File: config.mk
export PLATFORM = sky130hd
export DESIGN_NAME = round_robin_source_sequencer
export DESIGN_NICKNAME = d
export VERILOG_FILES = /design/src/hdl/rrss_pkg.sv /design/src/hdl/round_robin_source_sequencer.sv
export SDC_FILE = /design/constraint.sdc
export NUM_CORES = 1
export LEC_CHECK = 0
export ABC_AREA = 1
export BUFFER_PORTS_ARGS = -buffer_cell sky130_fd_sc_hd__buf_2
export CAP_MARGIN = 20
export CELL_PAD_IN_SITES_DETAIL_PLACEMENT = 2
export CELL_PAD_IN_SITES_GLOBAL_PLACEMENT = 2
export CORE_UTILIZATION = 45
export DETAILED_ROUTE_END_ITERATION = 8
export PLACE_DENSITY_LB_ADDON = 0.1
export REMOVE_ABC_BUFFERS = 1
export SYNTH_ARGS = -nofsm -noshare
export SYNTH_HDL_FRONTEND = slang
export SYNTH_SLANG_ARGS = --single-unit
File: constraint.sdc
create_clock -name clk -period 6.7 [get_ports clk]
set_input_delay 0.67 -clock clk [delete_from_list [all_inputs] [get_ports clk]]
set_output_delay 0.67 -clock clk [all_outputs]
set_load 0.05 [all_outputs]
File: src/hdl/rrss_pkg.sv
package rrss_pkg;

    // input word fields
    typedef struct packed {
        logic [1:0]  func;
        logic [31:0] source_id;
        logic        switched;
        logic        force_stop;
    } rrss_item_t;

    // result word fields
    typedef struct packed {
        logic [1:0]  action;
        logic [31:0] target_id;
        logic        resend;
        logic        stop_forced;
        logic        auto_switch;
        logic        last;
    } rrss_result_t;

    // operation codes
    localparam logic [1:0] FUNC_ACTIVATE   = 2'd0;
    localparam logic [1:0] FUNC_REACTIVATE = 2'd1;
    localparam logic [1:0] FUNC_DEACTIVATE = 2'd2;
    localparam logic [1:0] FUNC_TICK       = 2'd3;

    // action codes
    localparam logic [1:0] ACT_REQUEST   = 2'd0;
    localparam logic [1:0] ACT_UNREQUEST = 2'd1;
    localparam logic [1:0] ACT_STOP      = 2'd2;
    localparam logic [1:0] ACT_FULL      = 2'd3;

    // configuration register indexes
    localparam int unsigned CFG_IDX_W       = 1;
    localparam logic [CFG_IDX_W-1:0] CFG_SEQ_ENABLE = 1'b0;
    localparam logic [CFG_IDX_W-1:0] CFG_DWELL      = 1'b1;

    localparam logic [31:0] DWELL_RESET = 32'd5000;
    localparam logic [31:0] TICKS_MAX   = 32'hFFFF_FFFF;

endpackage

File: src/hdl/round_robin_source_sequencer.sv
// reactivate gives its result in the cycle after start; activate, tick and deactivate walk
// the list: search and shift run one entry per cycle through the list memory, then a
// registered read for the select
// throughput: one word at a time, busy drops in the cycle the last result is on the ports
// results are one-cycle strobes on result_valid; the receiver cannot stall them
// reset clears count, current source, timer and control and configuration registers; list memory is not cleared
module round_robin_source_sequencer
    import rrss_pkg::*;
#(
    parameter int unsigned MAX_SOURCES = 16
)
(
    input  logic                 clk,
    input  logic                 rst_n,
    input  logic                 start,
    output logic                 busy,
    input  rrss_item_t           item,
    input  logic                 cfg_we,
    input  logic [CFG_IDX_W-1:0] cfg_index,
    input  logic [31:0]          cfg_data,
    output rrss_result_t         result,
    output logic                 result_valid
);

    localparam int unsigned IDX_W = $clog2(MAX_SOURCES);
    localparam int unsigned CNT_W = $clog2(MAX_SOURCES + 1);

    localparam logic [2:0] S_IDLE   = 3'd0;
    localparam logic [2:0] S_SEARCH = 3'd1;
    localparam logic [2:0] S_SHIFT  = 3'd2;
    localparam logic [2:0] S_SELECT = 3'd3;
    localparam logic [2:0] S_RDSEL  = 3'd4;
    localparam logic [2:0] S_RDWAIT = 3'd5;
    localparam logic [2:0] S_EMIT2  = 3'd6;

    // state
    logic [2:0]       state_reg, state_next;
    logic [CNT_W-1:0] count_reg, count_next;
    logic [31:0]      current_id_reg, current_id_next;
    logic             current_valid_reg, current_valid_next;
    logic [31:0]      elapsed_reg, elapsed_next;
    logic             seq_enable_reg;
    logic [31:0]      dwell_reg;

    // sequencer working registers
    rrss_item_t       item_reg, item_next;
    logic [31:0]      key_reg, key_next;
    logic [CNT_W-1:0] ptr_reg, ptr_next;
    logic             rdv_reg, rdv_next;
    logic [CNT_W-1:0] rd_idx_reg, rd_idx_next;
    logic [CNT_W-1:0] fidx_reg, fidx_next;
    logic [IDX_W-1:0] sel_reg, sel_next;
    rrss_result_t     result_reg, result_next;
    logic             result_valid_reg, result_valid_next;
    rrss_result_t     pend_reg, pend_next;

    // list memory
    logic [31:0]      mem [MAX_SOURCES];
    logic             mem_we;
    logic [IDX_W-1:0] mem_waddr;
    logic [31:0]      mem_wdata;
    logic             mem_re;
    logic [IDX_W-1:0] mem_raddr;
    logic [31:0]      rdata_reg;

    // helpers
    logic [31:0]      elapsed_inc;
    logic             rotate;
    logic             hit;
    logic             miss;
    logic [CNT_W-1:0] next_idx;
    logic [CNT_W-1:0] shift_waddr;
    logic [CNT_W-1:0] rot_idx;

    function automatic rrss_result_t make_result(
        input logic [1:0]  action,
        input logic [31:0] id,
        input logic        resend,
        input logic        forced,
        input logic        autosw,
        input logic        last
    );
        rrss_result_t r;
        r.action      = action;
        r.target_id   = id;
        r.resend      = resend;
        r.stop_forced = forced;
        r.auto_switch = autosw;
        r.last        = last;
        return r;
    endfunction

    assign busy         = (state_reg != S_IDLE);
    assign result       = result_reg;
    assign result_valid = result_valid_reg;

    // saturating tick count and rotation condition
    assign elapsed_inc = (elapsed_reg == TICKS_MAX) ? elapsed_reg : elapsed_reg + 32'd1;
    assign rotate      = seq_enable_reg && (elapsed_inc > dwell_reg)
                         && (count_reg > CNT_W'(1));

    // compare of the entry read last cycle
    assign hit         = rdv_reg && (rdata_reg == key_reg);
    assign miss        = !rdv_reg && (ptr_reg >= count_reg);
    assign next_idx    = rd_idx_reg + CNT_W'(1);
    assign shift_waddr = rd_idx_reg - CNT_W'(1);
    assign rot_idx     = (hit && (next_idx < count_reg)) ? next_idx : '0;

    // sequencer
    always_comb
    begin
        state_next         = state_reg;
        count_next         = count_reg;
        current_id_next    = current_id_reg;
        current_valid_next = current_valid_reg;
        elapsed_next       = elapsed_reg;
        item_next          = item_reg;
        key_next           = key_reg;
        ptr_next           = ptr_reg;
        rdv_next           = 1'b0;
        rd_idx_next        = rd_idx_reg;
        fidx_next          = fidx_reg;
        sel_next           = sel_reg;
        result_next        = result_reg;
        result_valid_next  = 1'b0;
        pend_next          = pend_reg;
        mem_we             = 1'b0;
        mem_waddr          = '0;
        mem_wdata          = key_reg;
        mem_re             = 1'b0;
        mem_raddr          = ptr_reg[IDX_W-1:0];

        case (state_reg)
            S_IDLE:
            begin
                if (start)
                begin
                    item_next = item;
                    key_next  = item.source_id;
                    ptr_next  = '0;
                    case (item.func)
                        FUNC_ACTIVATE:
                        begin
                            state_next = S_SEARCH;
                        end
                        FUNC_REACTIVATE:
                        begin
                            result_next = make_result(ACT_REQUEST, item.source_id,
                                                      1'b1, 1'b0, 1'b0, 1'b1);
                            result_valid_next = 1'b1;
                            if (item.switched)
                            begin
                                current_id_next    = item.source_id;
                                current_valid_next = 1'b1;
                                elapsed_next       = '0;
                            end
                        end
                        FUNC_DEACTIVATE:
                        begin
                            if (current_valid_reg && (current_id_reg == item.source_id))
                            begin
                                result_next = make_result(ACT_UNREQUEST, item.source_id,
                                                          1'b0, item.force_stop, 1'b0, 1'b0);
                                result_valid_next = 1'b1;
                            end
                            state_next = S_SEARCH;
                        end
                        default:
                        begin
                            if (rotate)
                            begin
                                if (current_valid_reg)
                                begin
                                    key_next   = current_id_reg;
                                    state_next = S_SEARCH;
                                end
                                else
                                begin
                                    sel_next   = '0;
                                    state_next = S_RDSEL;
                                end
                            end
                            else
                            begin
                                elapsed_next = elapsed_inc;
                            end
                        end
                    endcase
                end
            end

            // linear search, one entry per cycle, compare in the cycle after the read
            S_SEARCH:
            begin
                mem_re      = (ptr_reg < count_reg);
                mem_raddr   = ptr_reg[IDX_W-1:0];
                rdv_next    = mem_re;
                rd_idx_next = ptr_reg;
                if (mem_re)
                begin
                    ptr_next = ptr_reg + CNT_W'(1);
                end
                if (hit || miss)
                begin
                    rdv_next = 1'b0;
                    mem_re   = 1'b0;
                    case (item_reg.func)
                        FUNC_ACTIVATE:
                        begin
                            current_id_next    = key_reg;
                            current_valid_next = 1'b1;
                            elapsed_next       = '0;
                            result_next = make_result(ACT_REQUEST, key_reg,
                                                      1'b0, 1'b0, 1'b0, 1'b1);
                            result_valid_next = 1'b1;
                            state_next        = S_IDLE;
                            if (!hit)
                            begin
                                if (count_reg < CNT_W'(MAX_SOURCES))
                                begin
                                    mem_we     = 1'b1;
                                    mem_waddr  = count_reg[IDX_W-1:0];
                                    mem_wdata  = key_reg;
                                    count_next = count_reg + CNT_W'(1);
                                end
                                else
                                begin
                                    pend_next   = result_next;
                                    result_next = make_result(ACT_FULL, key_reg,
                                                              1'b0, 1'b0, 1'b0, 1'b0);
                                    state_next  = S_EMIT2;
                                end
                            end
                        end
                        FUNC_DEACTIVATE:
                        begin
                            if (hit)
                            begin
                                fidx_next = rd_idx_reg;
                                if (next_idx < count_reg)
                                begin
                                    ptr_next   = next_idx;
                                    state_next = S_SHIFT;
                                end
                                else
                                begin
                                    count_next = count_reg - CNT_W'(1);
                                    state_next = S_SELECT;
                                end
                            end
                            else
                            begin
                                fidx_next  = count_reg;
                                state_next = S_SELECT;
                            end
                        end
                        default:
                        begin
                            sel_next   = rot_idx[IDX_W-1:0];
                            state_next = S_RDSEL;
                        end
                    endcase
                end
            end

            // close the gap: read entry k, write it to k-1 next cycle
            S_SHIFT:
            begin
                mem_re      = (ptr_reg < count_reg);
                mem_raddr   = ptr_reg[IDX_W-1:0];
                rdv_next    = mem_re;
                rd_idx_next = ptr_reg;
                if (mem_re)
                begin
                    ptr_next = ptr_reg + CNT_W'(1);
                end
                if (rdv_reg)
                begin
                    mem_we    = 1'b1;
                    mem_waddr = shift_waddr[IDX_W-1:0];
                    mem_wdata = rdata_reg;
                end
                if (!mem_re && !rdv_reg)
                begin
                    count_next = count_reg - CNT_W'(1);
                    state_next = S_SELECT;
                end
            end

            // pick the entry that moved into place (the first entry if none did), or stop on an empty list
            S_SELECT:
            begin
                if (count_reg == '0)
                begin
                    result_next = make_result(ACT_STOP, '0, 1'b0, 1'b0, 1'b0, 1'b1);
                    result_valid_next = 1'b1;
                    state_next        = S_IDLE;
                end
                else
                begin
                    sel_next   = (fidx_reg >= count_reg) ? '0 : fidx_reg[IDX_W-1:0];
                    state_next = S_RDSEL;
                end
            end

            S_RDSEL:
            begin
                mem_re     = 1'b1;
                mem_raddr  = sel_reg;
                state_next = S_RDWAIT;
            end

            // new current source from the list
            S_RDWAIT:
            begin
                current_id_next    = rdata_reg;
                current_valid_next = 1'b1;
                elapsed_next       = '0;
                result_next = make_result(ACT_REQUEST, rdata_reg,
                                          item_reg.func == FUNC_DEACTIVATE, 1'b0,
                                          item_reg.func == FUNC_TICK, 1'b1);
                result_valid_next = 1'b1;
                state_next        = S_IDLE;
            end

            S_EMIT2:
            begin
                result_next       = pend_reg;
                result_valid_next = 1'b1;
                state_next        = S_IDLE;
            end

            default:
            begin
                state_next = S_IDLE;
            end
        endcase
    end

    // control registers
    always_ff @(posedge clk or negedge rst_n)
    begin
        if (!rst_n)
        begin
            state_reg         <= S_IDLE;
            count_reg         <= '0;
            current_id_reg    <= '0;
            current_valid_reg <= 1'b0;
            elapsed_reg       <= '0;
            ptr_reg           <= '0;
            rdv_reg           <= 1'b0;
            result_valid_reg  <= 1'b0;
        end
        else
        begin
            state_reg         <= state_next;
            count_reg         <= count_next;
            current_id_reg    <= current_id_next;
            current_valid_reg <= current_valid_next;
            elapsed_reg       <= elapsed_next;
            ptr_reg           <= ptr_next;
            rdv_reg           <= rdv_next;
            result_valid_reg  <= result_valid_next;
        end
    end

    // payload registers
    always_ff @(posedge clk)
    begin
        item_reg   <= item_next;
        key_reg    <= key_next;
        rd_idx_reg <= rd_idx_next;
        fidx_reg   <= fidx_next;
        sel_reg    <= sel_next;
        result_reg <= result_next;
        pend_reg   <= pend_next;
    end

    // configuration registers
    always_ff @(posedge clk or negedge rst_n)
    begin
        if (!rst_n)
        begin
            seq_enable_reg <= 1'b0;
            dwell_reg      <= DWELL_RESET;
        end
        else if (cfg_we)
        begin
            case (cfg_index)
                CFG_SEQ_ENABLE: seq_enable_reg <= cfg_data[0];
                CFG_DWELL:      dwell_reg      <= cfg_data;
                default:        seq_enable_reg <= seq_enable_reg;
            endcase
        end
    end

    // source list memory, registered read
    always_ff @(posedge clk)
    begin
        if (mem_we)
        begin
            mem[mem_waddr] <= mem_wdata;
        end
        if (mem_re)
        begin
            rdata_reg <= mem[mem_raddr];
        end
    end

    // checks
    a_count_bound: assert property (@(posedge clk) disable iff (!rst_n)
        count_reg <= CNT_W'(MAX_SOURCES))
        else $error("source count above list depth");

    a_full_then_request: assert property (@(posedge clk) disable iff (!rst_n)
        result_valid && (result.action == ACT_FULL)
        |=> result_valid && (result.action == ACT_REQUEST) && result.last)
        else $error("table full notice not followed by request");

    a_full_not_last: assert property (@(posedge clk) disable iff (!rst_n)
        result_valid && (result.action == ACT_FULL) |-> !result.last)
        else $error("table full notice marked last");

    a_stop_empty: assert property (@(posedge clk) disable iff (!rst_n)
        result_valid && (result.action == ACT_STOP) |-> (count_reg == '0))
        else $error("stop issued with sources listed");

    a_reactivate_next: assert property (@(posedge clk) disable iff (!rst_n)
        start && !busy && (item.func == FUNC_REACTIVATE)
        |=> result_valid && result.last && result.resend && !busy)
        else $error("reactivate result missing");

endmodule

==> summary.txt, run 1 <==
Power and ir drop
  – Clk pwr share: 0.263
  – Total power: about 18000 uW
  – Leakage Power: roughly 0.015 uW
  – Internal Power: about 11000 uW
  – Switching power: about 8000 uW
  – Sequential Power Share: 0.372
  – Power Density: between 400 and 500 nW/um2
  – Peak supply drop: a little over 0.0006 V
  – Comb pwr share: 0.365
  – Switching share of total power: 0.424

CTS
  – Worst skew pair latency: between 0.6 and 0.7 ns
  – Post CTS Setup Buffer Count: 0
  – Clk sink count: just under 800
  – H-tree levels: 3
  – Post-cts repair resize count: 0
  – Bufs on Longest Clock Path: 3
  – CTS tree: built
  – Hold_buf cts: 0
  – Num CTS Buffers: between 80 and 90
  – Clock Pin Slew Worst Setup and Hold Paths: around 0.06 ns
  – Clock Tree Root: clkbuf_16

Worst setup path
  – CP peak stage delay: a little over 0.8 ns
  – Crit path buffers/inverters: 3
  – Crit end category: flop
  – Cell family with most CP delay: simple AND/OR/NAND/NOR gates
  – Startpoint Class: flop
  – Setup CP Type: reg -> reg
  – CP arrival: approximately 5.4 ns
  – CP most frequent cell: nand2_1
  – Crit-path max FO: 33
  – Worst path cell trace: ha_1, nand2_1, nor2_2, inv_1, nor2_2, inv_1, nor2_1, xor2_1, nand2_1, ha_1, nand2_1, nor2_1, nand2_1, inv_1, nand2_1, nand3_1, nand2_1, nand2_1, nand3_1, nand3_2, nor2_4, nand2_1, nand2_1
  – Worst Path Required: 7.26 ns
  – Critical-path top delay cell: nor2_4

Timing
  – Worst-margin pin slew: between 1 and 1.5 ns
  – Tcrit/Tclk final: 0.721
  – RSZ-0062 raised after global routing: false
  – Final Max Slew Viols: 0
  – Post-layout minimum cycle time: slightly below 5 ns
  – Clock skew: approximately 0.05 ns
  – # setup viols final: 0
  – F_max: between 200 and 250 MHz
  – Setup TNS: 0 ns
  – Relative slew margins: 0.258
  – Final Hold Vio Count: 0

Global route
  – Largest net degree at the start of global routing: around 140
  – GRT Util Overall: 0.343
  – Initial antenna violation count: 1
  – Total gr overflow: 0
  – First-pass GRT wire length: approximately 200 mm
  – Vias in the first global route: around 30000

Synth
  – Post-synth EDFFs: 662
  – Synthesized instance count: approximately 3300
  – Yosys warning count: 0
  – Register bit count reported by yosys: about 780
  – Main synth FF type: edfxtp_1
  – Synth cell types: 51
  – Sequential fraction of the synthesis area: 0.645
  – Avg Cell Area, Syn: between 10 and 15 um2
  – Synthesized area: ~35000 um2
  – Asr flop ratio synth: 0.146

Floorplanning
  – IO Pins: around 110
  – Number of core rows: 102
  – Die H: 282 um
  – Core area: 77500 um2
  – Die area: 79400 um2
  – Die W: around 280 um
  – Initial core utilization: 0.455

Final layout
  – Nets: 3512
  – # fillers: approximately 7700
  – Synth-to-layout area growth: 13.1%
  – Max reg flops: 512
  – Layout cells sized above 1: 0.120

Route
  – Detailed Routing Iterations Pass 1: 5
  – DR WL/cell: about 30 um
  – Highest metal used: met4
  – WL met2: a little under 70 mm
  – Via density per instance: a little over 6
  – Initial drt markers: roughly 2300
  – WL final: 135 mm
  – Met3 WL post-DR: around 7.3 mm
  – Wl on met1: roughly 56 mm
  – Via count: approximately 27000
  – Post-route ant nets: 0
  – DRC viols: 0

Place
  – Hpwl dp: 82.6 mm
  – PortBufs: around 110
  – Routability cong.: 0.887

Run
  – Number of max-cap violations: 0

Min path
  – Hold Path Class: in -> async

Run status
  – Status: complete, no violations
## worst reg2reg max path: stages, from the launching register on
cell and delay (ns):
dfrtp_1 0.46, ha_1 0.25, nand2_1 0.09, nor2_2 0.19, inv_1 0.12, nor2_2 0.17, inv_1 0.08, nor2_1 0.17
xor2_1 0.32, nand2_1 0.11, ha_1 0.29, nand2_1 0.09, nor2_1 0.08, nand2_1 0.15, inv_1 0.07, nand2_1 0.08
nand3_1 0.14, nand2_1 0.09, nand2_1 0.07, nand3_1 0.09, nand3_2 0.49, nor2_4 0.84, nand2_1 0.18, nand2_1 0.13
## cell type report
class	count	area [um2]	share of cell area
diodes	1	2.50	0.0000628
clock buffers	108	2240	0.0563
clock inverters	42	527	0.0132
inverters	240	906	0.0227
multi-input cells	2096	11000	0.275
flip-flops and latches	775	22700	0.570
well taps	1040	1300	0.0327
repair buffers	185	1170	0.0293
## cell usage in the layout (no fill, tap or decap), types with 5 or more instances in the layout
cell / n
clkinv_1: 14
o221ai_1: 91
buf_2: 111
ha_1: 57
o21ai_0: 366
o21ai_2: 24
inv_1: 216
nand3_1: 82
edfxtp_1: 662
buf_4: 68
o22ai_1: 70
xor2_1: 38
or2_2: 5
a21oi_1: 154
dfstp_2: 5
dfrtp_1: 108
nor3_1: 31
nand2_1: 566
o211ai_1: 42
clkinv_2: 13
nand4_1: 24
clkbuf_16: 86
o21ai_1: 40
nor2_4: 24
clkbuf_1: 21
nor2_2: 9
nand2_2: 6
xnor2_1: 28
inv_2: 22
bufinv_16: 9
nor2_1: 401
## cell usage after synthesis, types with 5 or more instances
cell type	number	area, um2
a21oi_1	154	771
buf_2	72	360
buf_4	14	105
buf_6	6	67.6
clkbuf_1	70	263
clkbuf_2	6	30.0
dfrtp_1	108	2700
dfstp_2	5	131
edfxtp_1	662	19900
ha_1	57	713
inv_1	217	815
inv_2	22	82.6
nand2_1	568	2130
nand2_2	5	31.3
nand3_1	83	415
nand4_1	24	150
nor2_1	422	1580
nor2_2	8	50.1
nor3_1	31	155
o211ai_1	42	315
o21ai_0	372	1860
o21ai_1	36	180
o21ai_2	25	219
o221ai_1	91	797
o22ai_1	70	438
or2_2	5	31.3
xnor2_1	28	245
xor2_1	38	333
## cells by family after synthesis
logic type | count (synthesis) | synth area share
AO/OA/AOI/OAI | 803 | 0.133
buffers and inverters | 411 | 0.0493
flip-flops | 775 | 0.645
XOR/XNOR | 66 | 0.0164
adder cells (fa/ha/maj) | 57 | 0.0203
AND/OR/NAND/NOR | 1169 | 0.136
multiplexers | 1 | 0.000284
## power groups by stage
stage	Sequential, uW	Clock, uW	Combinational, uW
CTS	6840	4910	6670
detailed placement	6920	0	6460
global route	6890	5050	7180
finish	6860	4860	6740
floorplan	7130	0	3510
global placement	6850	0	5970
## final timing paths
path,startpoint,end,slack (ns),depth (start not counted)
hold / removal,rst_n,current_id_reg[18],0.05,1
setup reg to reg,elapsed_reg[0],elapsed_reg[4],1.87,23
hold reg to reg,dwell_reg[9],dwell_reg[9],0.49,2
setup / recovery,elapsed_reg[0],elapsed_reg[4],1.87,23
min in group clk,cfg_data[4],dwell_reg[4],0.26,3
max in group asynchronous,rst_n,dwell_reg[11],5.08,2
## through the flow
step / utilization / hold WS [ns] / cell area, um2 / instances / worst slack [ns]
floorplan: - / 0.374 / 34400 / 3111 / 0.659
global placement: 0.478 / 0.465 / 37000 / 4332 / 2.18
detailed placement: 0.478 / 0.483 / 37000 / 4334 / 1.92
CTS: 0.514 / 0.0569 / 39800 / 4484 / 1.80
global route: 0.514 / 0.0833 / 39800 / 4486 / 1.44
finish: 0.514 / 0.0477 / 39800 / 4487 / 1.87
## layer usage
metal  vias up  track usage
li1      11800            -
met1     14300        0.446
met2      1046        0.592
met3       283       0.0385
met4         0        0.122
met5         -            0
No activity file was read; power rests on OpenSTA's default activity.
==> run 2, diff against run 1 <==
--- a/config.mk
+++ b/config.mk
@@ -10,7 +10,7 @@
 export CAP_MARGIN = 20
 export CELL_PAD_IN_SITES_DETAIL_PLACEMENT = 2
 export CELL_PAD_IN_SITES_GLOBAL_PLACEMENT = 2
-export CORE_UTILIZATION = 45
+export CORE_UTILIZATION = 42
 export DETAILED_ROUTE_END_ITERATION = 8
 export PLACE_DENSITY_LB_ADDON = 0.1
 export REMOVE_ABC_BUFFERS = 1
==> constraint.sdc (replaced) <==
create_clock -name clk -period 4.95 [get_ports clk]
set_input_delay 0.495 -clock clk [delete_from_list [all_inputs] [get_ports clk]]
set_output_delay 0.495 -clock clk [all_outputs]
set_load 0.05 [all_outputs]
==> summary.txt, run 2 (synthesis results as in run 1) <==
Global route
  – First-pass GRT wire length: 188 mm (-6.1%)
  – Total gr overflow: 0 (unchanged)
  – Vias in the first global route: 29200 (-3.3%)
  – Largest net degree at the start of global routing: 126 (-6.7%)
  – Initial antenna violation count: 5 (+4)
  – GRT Util Overall: 0.294 (-0.0489)

Floorplanning
  – Core area: 82500 um2 (+6.5%)
  – Die H: 292 um (+3.5%)
  – Die W: 292 um (+3.5%)
  – Number of core rows: 105 (+2.9%)
  – Die area: 85000 um2 (+7.1%)
  – IO Pins: 113 (unchanged)
  – Initial core utilization: 0.427 (-0.0278)

Worst setup path
  – Crit path buffers/inverters: 5 (+2)
  – Critical-path top delay cell: buf_4
  – CP arrival: 4.82 ns (-0.57 ns)
  – Setup CP Type: reg -> reg
  – Crit end category: flop
  – Startpoint Class: flop
  – CP peak stage delay: 0.52 ns (-0.31 ns)
  – Crit-path max FO: 64 (+94%)
  – Cell family with most CP delay: simple AND/OR/NAND/NOR gates
  – Worst Path Required: 5.32 ns (-1.94 ns)
  – CP most frequent cell: nand2_1
  – Worst path cell trace: ha_1, nand2_1, nor2_2, nand4_1, inv_1, nand4_2, buf_12, o21ai_0, inv_1, ha_1, a21oi_1, o21ai_0, nand2_1, nand3_1, nand2_1, nand2_1, nand2_1, inv_2, nand3_2, buf_4, o21ai_0

Timing
  – Tcrit/Tclk final: 0.899 (+0.178)
  – F_max: 225 MHz (+8.6%)
  – Final hold slack: 0.101 ns (+0.0536 ns)
  – RSZ-0062 raised after global routing: false
  – Relative slew margins: 0.231 (-0.0272)
  – # setup viols final: 0 (unchanged)
  – Final Max Slew Viols: 0 (unchanged)
  – Post-layout minimum cycle time: 4.45 ns (-0.381 ns)
  – Final Hold Vio Count: 0 (unchanged)
  – Setup TNS: 0 ns (unchanged)
  – Worst-margin pin slew: 1.15 ns (+0.0434 ns)
  – Clock skew: 0.0654 ns (+0.0162 ns)

Route
  – DR WL/cell: 27.7 um (-8.3%)
  – Post-route ant nets: 0 (unchanged)
  – Via count: 26600 (-3.0%)
  – Via density per instance: 5.88 (-3.9%)
  – DRC viols: 0 (unchanged)
  – Initial drt markers: 1768 (-25%)
  – WL final: 125 mm (-7.4%)
  – Detailed Routing Iterations Pass 1: 5 (unchanged)

Final layout
  – Layout cells sized above 1: 0.122 (+0.00237)
  – Most common cell after layout, fill and taps aside: edfxtp_1
  – Nets: 3520 (+0.23%)
  – Final cell count without fillers: 4532 (+1.0%)
  – Synth-to-layout area growth: 14.1%
  – Max reg flops: 512 (unchanged)
  – Commonest non-fill, non-tap cells in the layout: edfxtp_1, nand2_1, nor2_1, o21ai_0, inv_1
  – Post-layout util: 0.487 (-0.0270)
  – Finished Cell Area: 40200 um2 (+0.90%)

CTS
  – Clock Pin Slew Worst Setup and Hold Paths: 0.06 ns (about the same)
  – Worst skew pair latency: 0.69 ns (about the same)
  – Clk sink count: 775 (unchanged)
  – Clock Tree Root: clkbuf_16
  – Bufs on Longest Clock Path: 3 (unchanged)
  – CTS tree: built
  – Num CTS Buffers: 86 (+2.4%)
  – H-tree levels: 3 (unchanged)
  – Post-cts repair resize count: 0 (unchanged)

Run status
  – Status: complete, no violations

Place
  – Placed Instances: 4367 (+0.76%)
  – Routability cong.: 0.880 (-0.71%)
  – PortBufs: 112 (unchanged)
  – Hpwl dp: 80.3 mm (-2.7%)
  – DP Area: 37300 um2 (+0.64%)

Min path
  – Hold Path Class: in -> reg

Power and ir drop
  – Power Density: 618 nW/um2 (+33%)
  – Leakage Power: 0.0152 uW (+0.76%)
  – Peak supply drop: 0.000520 V (-16%)

Run
  – Number of max-cap violations: 0 (unchanged)
==> run 2: cell types whose count changed in the layout (fill, tap and decap cells not counted), sizes merged <==
cell	before	now
dlygate4sd3	0	1
inv	241	240
clkinv	31	41
bufinv	9	8
clkinvlp	1	2
buf	185	190
==> run 2: area by class of cell <==
| class | count | area (um2) |
|---|---|---|
| Multi-Input combinational cell | 2096 | 11000 |
| Fill cell | 8361 | 42300 |
| Tap cell | 1070 | 1340 |
| Clock inverter | 51 | 557 |
| Antenna cell | 1 | 2.50 |
| Clock buffer | 108 | 2320 |
| Sequential cell | 775 | 22700 |
| Timing Repair Buffer | 191 | 1380 |
| Inverter | 240 | 908 |
==> run 2: per-stage QoR <==
| step | total power [uW] | worst slack, ns |
|---|---|---|
| final | 24900 | 0.500 |
| after global routing | 25900 | 0.225 |
| after CTS | 24900 | 0.497 |
| after detailed placement | 18200 | 0.562 |
| after global placement | 17600 | 0.820 |
| after floorplan | 14400 | -1.09 |
==> run 2: routing by layer <==
layer | global-route usage | wire [um] | vias up
li1 | - | - | 11800
met1 | 0.394 | 54300 | 14000
met2 | 0.500 | 62100 | 665
met3 | 0.0367 | 5810 | 200
met4 | 0.0856 | 3270 | 0
met5 | 0 | 0 | -
==> run 2: report_power, final <==
part | leakage, uW | switching (uW) | total [uW] | internal [uW]
clock | 0.00139 | 2860 | 6620 | 3760
combinational | 0.00644 | 6850 | 9050 | 2200
sequential | 0.00741 | 676 | 9200 | 8520
==> run 2: final timing paths <==
path                       cells past startpoint            endpoint              start  slack, ns
min reg2reg                                    2   current_id_reg[5]  current_id_reg[5]       0.49
min in group asynchronous                      2  current_id_reg[17]              rst_n       0.32
max in group asynchronous                      3       dwell_reg[17]              rst_n       3.51
max reg2reg                                   21         key_reg[11]     elapsed_reg[0]       0.50
min                                            1        item_reg[35]           item[35]       0.10
max                                           21         key_reg[11]     elapsed_reg[0]       0.50
==> run 2: repair_timing <==
| action | 4_1_cts | 5_1_grt |
|---|---|---|
| hold buffers | 1 | 0 |
| endpoints found under the hold margin | 29 | 0 |
| buffers inserted | 0 | 0 |
